[src/rtl/pfd_pkg.sv]
// ----------------------------------------------------------------------------
// pfd_pkg
// Shared types and constants of the frame deframer with CRC-32 check.
// ----------------------------------------------------------------------------
`default_nettype none

package pfd_pkg;

	// Frame geometry
	localparam int unsigned IDX_W       = 10;
	localparam logic [IDX_W-1:0] IDX_MAX = '1;
	localparam int unsigned FRAME_LIMIT = 520;
	localparam int unsigned HDR_BYTES   = 4;
	localparam int unsigned PRE_BYTES   = 8;
	localparam int unsigned OVERHEAD    = 12;
	localparam int unsigned TAIL_BYTES  = 4;

	// Queue between the front and the back
	localparam int unsigned Q_DEPTH = 2;

	// CRC-32 (reflected, zlib)
	localparam logic [31:0] CRC_POLY = 32'hEDB8_8320;
	localparam logic [31:0] CRC_INIT = 32'hFFFF_FFFF;

	// Configuration register indexes
	localparam int unsigned CFG_IDX_W = 2;
	localparam int unsigned CFG_DATA_W = 10;
	localparam logic [CFG_IDX_W-1:0] CFG_DATA_TYPE = 2'd0;
	localparam logic [CFG_IDX_W-1:0] CFG_ACK_TYPE  = 2'd1;
	localparam logic [CFG_IDX_W-1:0] CFG_MAX_WIN   = 2'd2;
	localparam logic [CFG_IDX_W-1:0] CFG_MAX_PAY   = 2'd3;

	// Status codes
	localparam logic [2:0] ST_OK     = 3'd0;
	localparam logic [2:0] ST_TYPE   = 3'd1;
	localparam logic [2:0] ST_WINDOW = 3'd2;
	localparam logic [2:0] ST_LENGTH = 3'd3;
	localparam logic [2:0] ST_INCONS = 3'd4;
	localparam logic [2:0] ST_CRC    = 3'd5;

	// Result kinds
	localparam logic KIND_PAYLOAD = 1'b0;
	localparam logic KIND_STATUS  = 1'b1;

	typedef struct packed {
		logic [7:0] frame_byte;
		logic       frame_end;
	} in_t;

	typedef struct packed {
		logic        result_kind;
		logic [7:0]  payload_byte;
		logic [2:0]  packet_type;
		logic [4:0]  window_size;
		logic [7:0]  sequence_number;
		logic [15:0] payload_length;
		logic [31:0] time_stamp;
		logic [31:0] received_crc;
		logic [2:0]  status;
	} out_t;

	typedef struct packed {
		logic [2:0] data_type_code;
		logic [2:0] ack_type_code;
		logic [4:0] max_window;
		logic [9:0] max_payload;
	} cfg_t;

	// One classified word passed from the front to the back
	typedef struct packed {
		logic [7:0]       frame_byte;
		logic             last;
		logic [IDX_W-1:0] idx;
		logic             in_hdr;
		logic             in_stamp;
		logic             in_body;
	} q_entry_t;

	// Bytewise update of the reflected CRC-32
	function automatic logic [31:0] crc32_byte(input logic [31:0] c_in, input logic [7:0] b);
		logic [31:0] c;
		c = c_in ^ {24'h0, b};
		for (int k = 0; k < 8; k++) begin
			c = c[0] ? ((c >> 1) ^ CRC_POLY) : (c >> 1);
		end
		return c;
	endfunction

endpackage

`default_nettype wire

[src/rtl/packet_frame_decoder_crc32.sv]
// ----------------------------------------------------------------------------
// packet_frame_decoder_crc32
// Frame deframer: header and timestamp decode, payload pass-through and a
// CRC-32 check against the big-endian trailer of each frame.
//
//   channel  | signals                          | word
//   ---------+----------------------------------+------------------------------
//   frame    | frame_valid, frame_ready, frame  | one frame byte + end marker
//   result   | result_valid, result_ready,      | payload byte or end-of-frame
//            | result                           | status
//   config   | cfg_en, cfg_index, cfg_data      | register write, no handshake
//
// One byte per cycle sustained while the result is taken; each accepted byte
// waits in the queue, then the bytewise CRC update and the frame checks run in
// the same cycle as its pop, into the result register for payload and status.
// Reset clears the position counter, queue and frame state; registers return
// to their reset values. No clearing pass.
// A stalled result stops the back only; the front keeps taking bytes until
// the queue fills.
// ----------------------------------------------------------------------------
`default_nettype none

module packet_frame_decoder_crc32 #(
	parameter int unsigned MAX_PAYLOAD = 512
) (
	input  wire logic                              clk,
	input  wire logic                              arst_n,
	input  wire logic                              frame_valid,
	output logic                                   frame_ready,
	input  wire pfd_pkg::in_t                      frame,
	output logic                                   result_valid,
	input  wire logic                              result_ready,
	output pfd_pkg::out_t                          result,
	input  wire logic                              cfg_en,
	input  wire logic [pfd_pkg::CFG_IDX_W-1:0]     cfg_index,
	input  wire logic [pfd_pkg::CFG_DATA_W-1:0]    cfg_data
);
	import pfd_pkg::*;

	cfg_t     cfg_q;
	logic     push;
	q_entry_t push_entry;
	logic     q_full;
	logic     pop;
	logic     q_not_empty;
	q_entry_t head;

	// Write configuration registers
	always_ff @(posedge clk or negedge arst_n) begin
		if (!arst_n) begin
			cfg_q.data_type_code <= 3'd1;
			cfg_q.ack_type_code  <= 3'd2;
			cfg_q.max_window     <= 5'd31;
			cfg_q.max_payload    <= 10'(MAX_PAYLOAD);
		end else if (cfg_en) begin
			unique case (cfg_index)
				CFG_DATA_TYPE: cfg_q.data_type_code <= cfg_data[2:0];
				CFG_ACK_TYPE:  cfg_q.ack_type_code  <= cfg_data[2:0];
				CFG_MAX_WIN:   cfg_q.max_window     <= cfg_data[4:0];
				CFG_MAX_PAY:   cfg_q.max_payload    <= cfg_data[9:0];
			endcase
		end
	end

	pfd_front u_front (
		.clk         (clk),
		.arst_n      (arst_n),
		.frame_valid (frame_valid),
		.frame_ready (frame_ready),
		.frame       (frame),
		.push        (push),
		.push_entry  (push_entry),
		.q_full      (q_full)
	);

	pfd_queue u_queue (
		.clk        (clk),
		.arst_n     (arst_n),
		.push       (push),
		.push_entry (push_entry),
		.full       (q_full),
		.pop        (pop),
		.not_empty  (q_not_empty),
		.head       (head)
	);

	pfd_back u_back (
		.clk          (clk),
		.arst_n       (arst_n),
		.cfg          (cfg_q),
		.q_not_empty  (q_not_empty),
		.head         (head),
		.pop          (pop),
		.result_valid (result_valid),
		.result_ready (result_ready),
		.result       (result)
	);

endmodule

`default_nettype wire

[src/rtl/pfd_front.sv]
// ----------------------------------------------------------------------------
// pfd_front
// Accepts frame words, tracks the byte position and classifies each word.
// ----------------------------------------------------------------------------
`default_nettype none

module pfd_front (
	input  wire logic            clk,
	input  wire logic            arst_n,
	input  wire logic            frame_valid,
	output logic                 frame_ready,
	input  wire pfd_pkg::in_t    frame,
	output logic                 push,
	output pfd_pkg::q_entry_t    push_entry,
	input  wire logic            q_full
);
	import pfd_pkg::*;

	logic [IDX_W-1:0] idx_q;

	assign frame_ready = !q_full;
	assign push        = frame_valid && frame_ready;

	// Classify the word by its position in the frame
	always_comb begin
		push_entry.frame_byte = frame.frame_byte;
		push_entry.last       = frame.frame_end;
		push_entry.idx        = idx_q;
		push_entry.in_hdr     = idx_q < IDX_W'(HDR_BYTES);
		push_entry.in_stamp   = idx_q >= IDX_W'(HDR_BYTES) && idx_q < IDX_W'(PRE_BYTES);
		push_entry.in_body    = idx_q >= IDX_W'(PRE_BYTES);
	end

	// Advance the saturating position, restart after the last word
	always_ff @(posedge clk or negedge arst_n) begin
		if (!arst_n) begin
			idx_q <= '0;
		end else if (push) begin
			if (frame.frame_end) begin
				idx_q <= '0;
			end else if (idx_q != IDX_MAX) begin
				idx_q <= idx_q + 1'b1;
			end
		end
	end

endmodule

`default_nettype wire

[src/rtl/pfd_queue.sv]
// ----------------------------------------------------------------------------
// pfd_queue
// Short queue of classified words between the front and the back.
// ----------------------------------------------------------------------------
`default_nettype none

module pfd_queue (
	input  wire logic              clk,
	input  wire logic              arst_n,
	input  wire logic              push,
	input  wire pfd_pkg::q_entry_t push_entry,
	output logic                   full,
	input  wire logic              pop,
	output logic                   not_empty,
	output pfd_pkg::q_entry_t      head
);
	import pfd_pkg::*;

	localparam int unsigned PTR_W = (Q_DEPTH > 1) ? $clog2(Q_DEPTH) : 1;
	localparam int unsigned CNT_W = $clog2(Q_DEPTH + 1);

	q_entry_t         slot_q [Q_DEPTH];
	logic [PTR_W-1:0] wr_ptr_q;
	logic [PTR_W-1:0] rd_ptr_q;
	logic [CNT_W-1:0] count_q;

	assign full      = count_q == CNT_W'(Q_DEPTH);
	assign not_empty = count_q != '0;
	assign head      = slot_q[rd_ptr_q];

	// Store pushed words
	always_ff @(posedge clk) begin
		if (push) begin
			slot_q[wr_ptr_q] <= push_entry;
		end
	end

	// Advance pointers and count
	always_ff @(posedge clk or negedge arst_n) begin
		if (!arst_n) begin
			wr_ptr_q <= '0;
			rd_ptr_q <= '0;
			count_q  <= '0;
		end else begin
			if (push) begin
				wr_ptr_q <= (wr_ptr_q == PTR_W'(Q_DEPTH - 1)) ? '0 : wr_ptr_q + 1'b1;
			end
			if (pop) begin
				rd_ptr_q <= (rd_ptr_q == PTR_W'(Q_DEPTH - 1)) ? '0 : rd_ptr_q + 1'b1;
			end
			if (push && !pop) begin
				count_q <= count_q + 1'b1;
			end else if (pop && !push) begin
				count_q <= count_q - 1'b1;
			end
		end
	end

endmodule

`default_nettype wire

[src/rtl/pfd_back.sv]
// ----------------------------------------------------------------------------
// pfd_back
// Captures header and timestamp, runs the CRC through a four-byte delay,
// emits payload words and the end-of-frame status.
// ----------------------------------------------------------------------------
`default_nettype none

module pfd_back (
	input  wire logic              clk,
	input  wire logic              arst_n,
	input  wire pfd_pkg::cfg_t     cfg,
	input  wire logic              q_not_empty,
	input  wire pfd_pkg::q_entry_t head,
	output logic                   pop,
	output logic                   result_valid,
	input  wire logic              result_ready,
	output pfd_pkg::out_t          result
);
	import pfd_pkg::*;

	logic [31:0] header_q;
	logic [31:0] stamp_q;
	logic [31:0] crc_q;
	logic [31:0] tail_q;
	logic [2:0]  fill_q;
	logic        out_valid_q;
	out_t        out_q;

	logic [31:0] header_nx;
	logic [31:0] stamp_nx;
	logic [31:0] crc_nx;
	logic [31:0] tail_nx;
	logic [2:0]  fill_nx;
	logic [15:0] len;
	logic [2:0]  ptype;
	logic [4:0]  win;
	logic [10:0] n;
	logic [16:0] body_end;
	logic        emit_pay;
	logic [2:0]  status;
	logic [1:0]  hdr_lane;
	out_t        res;

	assign pop          = q_not_empty && (!out_valid_q || result_ready);
	assign result_valid = out_valid_q;
	assign result       = out_q;

	// Next frame state for the word at the head of the queue
	always_comb begin
		header_nx = header_q;
		stamp_nx  = stamp_q;
		hdr_lane  = 2'd3 - head.idx[1:0];
		if (head.in_hdr) begin
			header_nx[{hdr_lane, 3'b000} +: 8] = head.frame_byte;
		end
		if (head.in_stamp) begin
			stamp_nx[{head.idx[1:0], 3'b000} +: 8] = head.frame_byte;
		end
		crc_nx  = (fill_q >= 3'(TAIL_BYTES)) ? crc32_byte(crc_q, tail_q[31:24]) : crc_q;
		tail_nx = {tail_q[23:0], head.frame_byte};
		fill_nx = (fill_q < 3'(TAIL_BYTES)) ? fill_q + 1'b1 : fill_q;
	end

	// Classify payload and check the frame on its last word
	always_comb begin
		len      = header_nx[15:0];
		ptype    = header_nx[31:29];
		win      = header_nx[28:24];
		n        = {1'b0, head.idx} + 11'd1;
		body_end = 17'(PRE_BYTES) + {1'b0, len};
		emit_pay = head.in_body && ({7'b0, head.idx} < body_end);

		priority if (n < 11'(HDR_BYTES)) begin
			status = ST_INCONS;
		end else if (ptype != cfg.data_type_code && ptype != cfg.ack_type_code) begin
			status = ST_TYPE;
		end else if (win > cfg.max_window) begin
			status = ST_WINDOW;
		end else if (len > {6'b0, cfg.max_payload} || n > 11'(FRAME_LIMIT)) begin
			status = ST_LENGTH;
		end else if (17'(OVERHEAD) + {1'b0, len} != {6'b0, n}) begin
			status = ST_INCONS;
		end else if (~crc_nx != tail_nx) begin
			status = ST_CRC;
		end else begin
			status = ST_OK;
		end

		res.result_kind     = head.last ? KIND_STATUS : KIND_PAYLOAD;
		res.payload_byte    = head.last ? 8'h00 : head.frame_byte;
		res.packet_type     = ptype;
		res.window_size     = win;
		res.sequence_number = header_nx[23:16];
		res.payload_length  = len;
		res.time_stamp      = stamp_nx;
		res.received_crc    = head.last ? tail_nx : 32'h0;
		res.status          = head.last ? status : ST_OK;
	end

	// Update frame state; clear it after the last word
	always_ff @(posedge clk or negedge arst_n) begin
		if (!arst_n) begin
			header_q <= '0;
			stamp_q  <= '0;
			crc_q    <= CRC_INIT;
			tail_q   <= '0;
			fill_q   <= '0;
		end else if (pop) begin
			if (head.last) begin
				header_q <= '0;
				stamp_q  <= '0;
				crc_q    <= CRC_INIT;
				tail_q   <= '0;
				fill_q   <= '0;
			end else begin
				header_q <= header_nx;
				stamp_q  <= stamp_nx;
				crc_q    <= crc_nx;
				tail_q   <= tail_nx;
				fill_q   <= fill_nx;
			end
		end
	end

	// Hold the result until taken, load the next one behind it
	always_ff @(posedge clk or negedge arst_n) begin
		if (!arst_n) begin
			out_valid_q <= 1'b0;
		end else if (pop) begin
			out_valid_q <= head.last || emit_pay;
		end else if (result_ready) begin
			out_valid_q <= 1'b0;
		end
	end

	always_ff @(posedge clk) begin
		if (pop && (head.last || emit_pay)) begin
			out_q <= res;
		end
	end

	a_clear_after_last: assert property (@(posedge clk) disable iff (!arst_n)
		(pop && head.last) |=> (fill_q == '0 && crc_q == CRC_INIT && header_q == '0))
		else $error("frame state not cleared after last word");

	a_fill_bound: assert property (@(posedge clk) disable iff (!arst_n)
		fill_q <= 3'(TAIL_BYTES))
		else $error("tail fill count out of range");

	a_status_range: assert property (@(posedge clk) disable iff (!arst_n)
		(out_valid_q && out_q.result_kind == KIND_STATUS) |-> out_q.status <= ST_CRC)
		else $error("status code out of range");

	a_no_pop_stall: assert property (@(posedge clk) disable iff (!arst_n)
		(out_valid_q && !result_ready) |-> !pop)
		else $error("queue popped while result stalled");

endmodule

`default_nettype wire
[config.mk]
export PLATFORM = sky130hd
export DESIGN_NAME = packet_frame_decoder_crc32
export DESIGN_NICKNAME = d
export VERILOG_FILES = /design/src/rtl/pfd_pkg.sv /design/src/rtl/packet_frame_decoder_crc32.sv /design/src/rtl/pfd_front.sv /design/src/rtl/pfd_queue.sv /design/src/rtl/pfd_back.sv
export SDC_FILE = /design/constraint.sdc
export NUM_CORES = 1
export LEC_CHECK = 0
export BUFFER_PORTS_ARGS = -buffer_cell sky130_fd_sc_hd__clkbuf_2
export CAP_MARGIN = 20
export CORE_ASPECT_RATIO = 0.6
export CORE_UTILIZATION = 40
export DETAILED_ROUTE_END_ITERATION = 8
export GPL_TIMING_DRIVEN = 0
export PLACE_DENSITY = 0.61
export SLEW_MARGIN = 10
export SYNTH_ARGS = -nofsm -noshare
export SYNTH_HDL_FRONTEND = slang
export SYNTH_HIERARCHICAL = 1
export SYNTH_SLANG_ARGS = --single-unit
export TNS_END_PERCENT = 100
[constraint.sdc]
create_clock -name clk -period 21.7 [get_ports clk]
set_input_delay 3.255 -clock clk [delete_from_list [all_inputs] [get_ports clk]]
set_output_delay 3.255 -clock clk [all_outputs]
set_load 0.005 [all_outputs]
Word level (Yosys, flattened, before mapping) --
Memory sizes are Yosys's and may differ from the RTL's. Cells that the tools add are included. W data, S select, Z words.
Storage, ports and cells: memory bits (read-only) 0, memory bits (writable) 44, memories kept 1, bits in latches 0, register bits 275, input bits 26, output and inout port bits 110, logic and storage cells 138
Memory list:
- u_queue.slot_q | depth 2, bits a word 22, rd ports 1, clocked after Yosys merged registers in 0, write ports 1, RTL line pfd_queue.sv:22 | q_entry_t slot_q [Q_DEPTH];
Operators by class: multiply operators 0, reduce and logical (&&, ||, !) cells 29, multiplexer cells 36, add/subtract/negate cells 12, shift operators 4, magnitude comparators 11, div/mod/pow operators 0, bitwise logic cells 11, eq/ne operators 9
Operators by type and width (count):
- $mux W32 | 15
- $not A13 Y14 | 8
- $bwmux W32 | 2
- $shift A8 B7 Y32 const A | 2
- $shiftx A8 B7 Y32 | 2
- $add A4 B16 Y17 const A | 2
- $ne A32 B32 Y1 | 1
- $not A32 Y32 | 1
- $xor A32 B8 Y32 | 1
- $mux W3 | 8
- $mux W10 | 2
- $lt A10 B17 Y1 | 1
- $ne A17 B11 Y1 | 1
- $gt A16 B10 Y1 | 1
- $neg A5 Y7 | 2
- $reduce_and A2 Y1 | 6
- $add A10 B1 Y11 const B | 1
- $gt A11 B10 Y1 const B | 1
- $lt A11 B3 Y1 const B | 1
- $add A10 B1 Y10 const B | 1
- $ge A10 B3 Y1 const B | 1
- $ge A10 B4 Y1 const B | 1
- $lt A10 B3 Y1 const B | 1
- $lt A10 B4 Y1 const B | 1
- other kinds (22) | 49

Depth between registers and ports, before layout --
depth after elaboration 26, mapped depth 19, gate-level depth less buffers 16

Hierarchy --
The synthesis kept the hierarchy.
Modules (own cells, without submodules):
- pfd_back | seq. area each 6586.3 µm², times used 1, area an instance 13425.4 µm², cells each 1218
- pfd_queue | seq. area each 1421.4 µm², times used 1, area an instance 1780.5 µm², cells each 84
- packet_frame_decoder_crc32 | seq. area each 535.5 µm², times used 1, area an instance 809.5 µm², cells each 46
- pfd_front | seq. area each 250.2 µm², times used 1, area an instance 745.7 µm², cells each 88

Worst setup path after synthesis --
No wires, ideal clock.
path type input to register, start point input result_ready, end point register u_back.out_q, in the netlist u_back/result[0] (enable), data required time 21.124 ns, slack 12.668 ns, arrival time 8.455 ns, buffers on the path 1, library setup time 0.576 ns, stages 6, cells stage by stage nand2b_1 > nand2_1 > inv_1 > clkbuf_1 > o21ai_0 > nor2_1
Between the ends: longest elaborated chain between the ends 3
RTL lines:
- from (decl) | RTL line packet_frame_decoder_crc32.sv:32 | input wire logic result_ready,
- $logic_or A1 B1 Y1 | RTL line pfd_back.sv:44 | assign pop = q_not_empty && (!out_valid_q || result_ready);
- $logic_and A1 B1 Y1 | RTL line pfd_back.sv:44
- $logic_and A1 B1 Y1 | RTL line pfd_back.sv:137 | if (pop && (head.last || emit_pay)) begin
- to (signal assigned) | RTL line pfd_back.sv:138 | out_q <= res;
- to (decl) | RTL line pfd_back.sv:27 | out_t out_q;
No other way between the ends. A chain may end at the register's enable or synchronous reset.

==> results.toml <==
[status]
status = "completed"

[drt]
via_per_inst = 5.79
drt_pre_antenna_iters = 5
drt-initial-drc-count = 1476
drt-total-wl_um = 52200
wl_per_cell_um = 23.8
vias = 12700
drc = 0
ant_nets = 0

[pwr]
p_leak_nw = 8.08
powerDensity_mw_per_mm2 = 175
vdd_drop_max_mv = 0.0851
power_switching_mw = 1.47
p_int_mw = 1.93
switching_share = 0.432
pwr-share-seq = 0.318
clockPowerShare = 0.179
p_comb_frac = 0.503

[floorplan]
fp.dieArea_mm2 = 0.0428
io_pins = 136
core_area_mm2 = 0.0409
initial_core_util = 0.410
die_height_um = 161
rows = 57
dieWidth_um = 266

[finish]
area_growth_pct = 15.9
multi_input_area_mm2 = 0.00737
n_antenna_cell = 0
drive_gt1_frac = 0.203
fin_nets = 1672
ff_latch_area_mm2 = 0.00879
utilization = 0.475
fillCellCount = 3747

[critical_path]
reg2regPathDepth = 21
start_kind = "flip-flop"
ff2ff_setup_slack_ps = 15270
path_class = "flip-flop to flip-flop"
crit_arrival_ps = 6660
timing.rr.start = "u_queue/rd_ptr_q$_DFFE_PN0P_"
end_kind = "flip-flop"
path_max_fanout = 28
cp.required_ps = 21940
r2r-end = "u_back/result[18]$_SDFFCE_PN0P_"

[global_routing]
grt-ovfl-total = 0
grt_usage = 0.246
antenna_found_initial = 0
grt_pass1_vias = 12000
grt_max_degree = 87
grt_pass1_wl_um = 78300

[placement]
dp_hpwl_um = 38400
port_buffers = 127
place.gp.congestion = 0.986

[synthesis]
yosys.area.top_type = "edfxtp_1"
netlist.area_leader.share = 0.272
synth_nets = 1501
synth-async-reset-ratio = 0.524
synth-edff-count = 152
syn_area_mm2 = 0.0168
synth_seq_cells = 319
ys_warn_count = 6
yosysUniqueCellTypes = 84
synth.area.top_cells = "edfxtp_1 (27%), dfrtp_1 (19%), dfstp_2 (6.3%), a22o_1 (3.8%), nand2_1 (3.6%)"
synthFlopType = "edfxtp_1"
synth_cells = 1436
syn_avg_cell_area_um2 = 11.7
ys_seq_area_frac = 0.525

[run]
maxCapViolCount = 0

[clock_tree]
ctsHoldBuffers = 0
cts_made_buffers = 34
cts_setup_buffers = 0
cts-root-buf = "clkbuf_16"
cts_num_sinks = 319
path_clk_slew_ps = 60
cts_htree_levels = 2
cts_tree = "yes"
insertion_delay_ps = 550
cts_resized = 0
clock_path_buffers = 3

[sta]
setup_viol = 0
fin_crit_sh = 0.296
slew_violations = 0
fin_setup_tns_ps = 0
slew-limit-headroom = 0.215
finClkSkew_ps = 20.8
rsz0062_at_grt = "false"
worstMarginPinSlew_ps = 1160
finalHoldViolCount = 0
max_freq_mhz = 156
finalCriticalPeriod_ps = 6430

[hold_path]
hp-class = "flip-flop to flip-flop"
whs_endpoint = "u_queue/slot_q[1][5]$_DFFE_PP_"
min_from = "u_front/idx_q[2]$_DFFE_PN0P_"
worstHoldPathCells = 0
[metal layers]
layer / up-vias / routed length [um] / track usage
li1: 5626 / - / -
met5: - / 0 / 0
met3: 63 / 6280 / 0.0940
met2: 614 / 19000 / 0.302
met1: 6392 / 26100 / 0.397
met4: 0 / 796 / 0.0455
[cell usage after synthesis (39+ instances only)]
cell type / count
nand2_1: 159
ha_1: 39
dfrtp_1: 127
a21oi_1: 41
inv_1: 53
nor2_1: 43
clkbuf_1: 66
edfxtp_1: 152
mux2_2: 52
o21ai_0: 63
xnor2_1: 64
a22o_1: 73
o22a_1: 55
and2_1: 41
dfstp_2: 40
[worst max path at each step]
| stage | cells past startpoint | slack, ps | to | from |
|---|---|---|---|---|
| 2_1_floorplan | 6 | 12670 | u_back/result[0]$_SDFFCE_PP0P_ | result_ready |
| 3_3_place_gp | 7 | 9420 | u_back/result[101]$_SDFFCE_PP0P_ | result_ready |
| 3_5_place_dp | 10 | 15380 | u_back/result[18]$_SDFFCE_PN0P_ | result_ready |
| 4_1_cts | 21 | 15440 | u_back/result[39]$_DFFE_PP_ | u_queue/rd_ptr_q$_DFFE_PN0P_ |
| 5_1_grt | 21 | 15030 | u_back/result[100]$_SDFFCE_PP0P_ | u_queue/rd_ptr_q$_DFFE_PN0P_ |
| 6_report | 21 | 15270 | u_back/result[18]$_SDFFCE_PN0P_ | u_queue/rd_ptr_q$_DFFE_PN0P_ |
[cells in the final DEF (no fill, tap or decap), types with 9 or more instances in the layout]
| cell type | count |
|---|---|
| clkbuf_16 | 34 |
| nand2_1 | 159 |
| a22oi_1 | 16 |
| nor2_1 | 42 |
| o22a_1 | 55 |
| dfstp_2 | 40 |
| nand3b_1 | 27 |
| edfxtp_1 | 152 |
| inv_1 | 53 |
| nor2b_1 | 22 |
| dfrtp_1 | 127 |
| xnor2_2 | 9 |
| nor4_1 | 13 |
| xnor2_1 | 64 |
| nand3_1 | 22 |
| mux2i_1 | 9 |
| nor3_1 | 21 |
| clkbuf_1 | 73 |
| xor2_1 | 27 |
| mux2_2 | 52 |
| and2_1 | 41 |
| ha_1 | 39 |
| a22o_1 | 73 |
| o21ai_0 | 63 |
| clkbuf_2 | 127 |
| a21oi_1 | 41 |
| xnor3_1 | 13 |
| buf_4 | 9 |
| buf_2 | 11 |
| nand4_1 | 15 |
[cell families after synthesis]
family | Yosys count | synth area share
simple gates | 409 | 0.126
compound gates | 332 | 0.147
flops | 319 | 0.525
buf+inv | 148 | 0.0369
xor+xnor | 128 | 0.0957
mux | 61 | 0.0403
fa+ha+maj | 39 | 0.0291
[area by class of cell]
class / count / share of cell area
Sequential cell: 319 / 0.453
Multi-Input combinational cell: 969 / 0.380
Clock buffer: 42 / 0.0459
Timing Repair Buffer: 135 / 0.0409
Tap cell: 560 / 0.0361
Buffer: 94 / 0.0214
Clock inverter: 20 / 0.0130
Inverter: 54 / 0.0104
[registers in the layout, summed over array words and instances (netlist names), 10 cells and up]
signal	flops
cfg_q	21
u_queue/slot_q	44
u_back/result	108
u_front/idx_q	10
u_back/tail_q	32
u_back/header_q	32
u_back/crc_q	32
u_back/stamp_q	32
[stage by stage]
step / setup slack, ps / instance area, um2 / power, mW / hold slack [ps] / cells
3_3_place_gp: 9420 / 18100 / 2.73 / 453 / 2123
4_1_cts: 15440 / 19400 / 3.37 / 491 / 2191
2_1_floorplan: 12670 / 16800 / 2.12 / 437 / 1436
3_5_place_dp: 15380 / 18300 / 2.75 / 474 / 2129
6_report: 15270 / 19400 / 3.39 / 488 / 2193
5_1_grt: 15030 / 19400 / 3.57 / 503 / 2193
[worst max-delay path: stages, from the launching register on]
cell and delay, ps:
dfrtp_1 470, buf_6 200, mux2_2 340, buf_2 330
inv_1 240, ha_1 430, and4b_1 210, buf_2 180
a22oi_1 640, inv_1 270, ha_1 270, clkbuf_1 250
nor2b_1 220, xnor2_1 170, ha_1 300, a21o_1 160
o211ai_1 150, a21oi_1 130, nor2_4 470, buf_16 230
buf_12 210, buf_12 210
[power groups by stage]
stage | sequential [mW] | clock [mW] | combinational (mW)
after global routing | 1.10 | 0.642 | 1.83
after detailed placement | 1.08 | 0 | 1.66
final | 1.08 | 0.606 | 1.71
after CTS | 1.07 | 0.622 | 1.67
after floorplan | 1.06 | 0 | 1.06
after global placement | 1.12 | 0 | 1.61
Power figures use the tool's default switching activity.
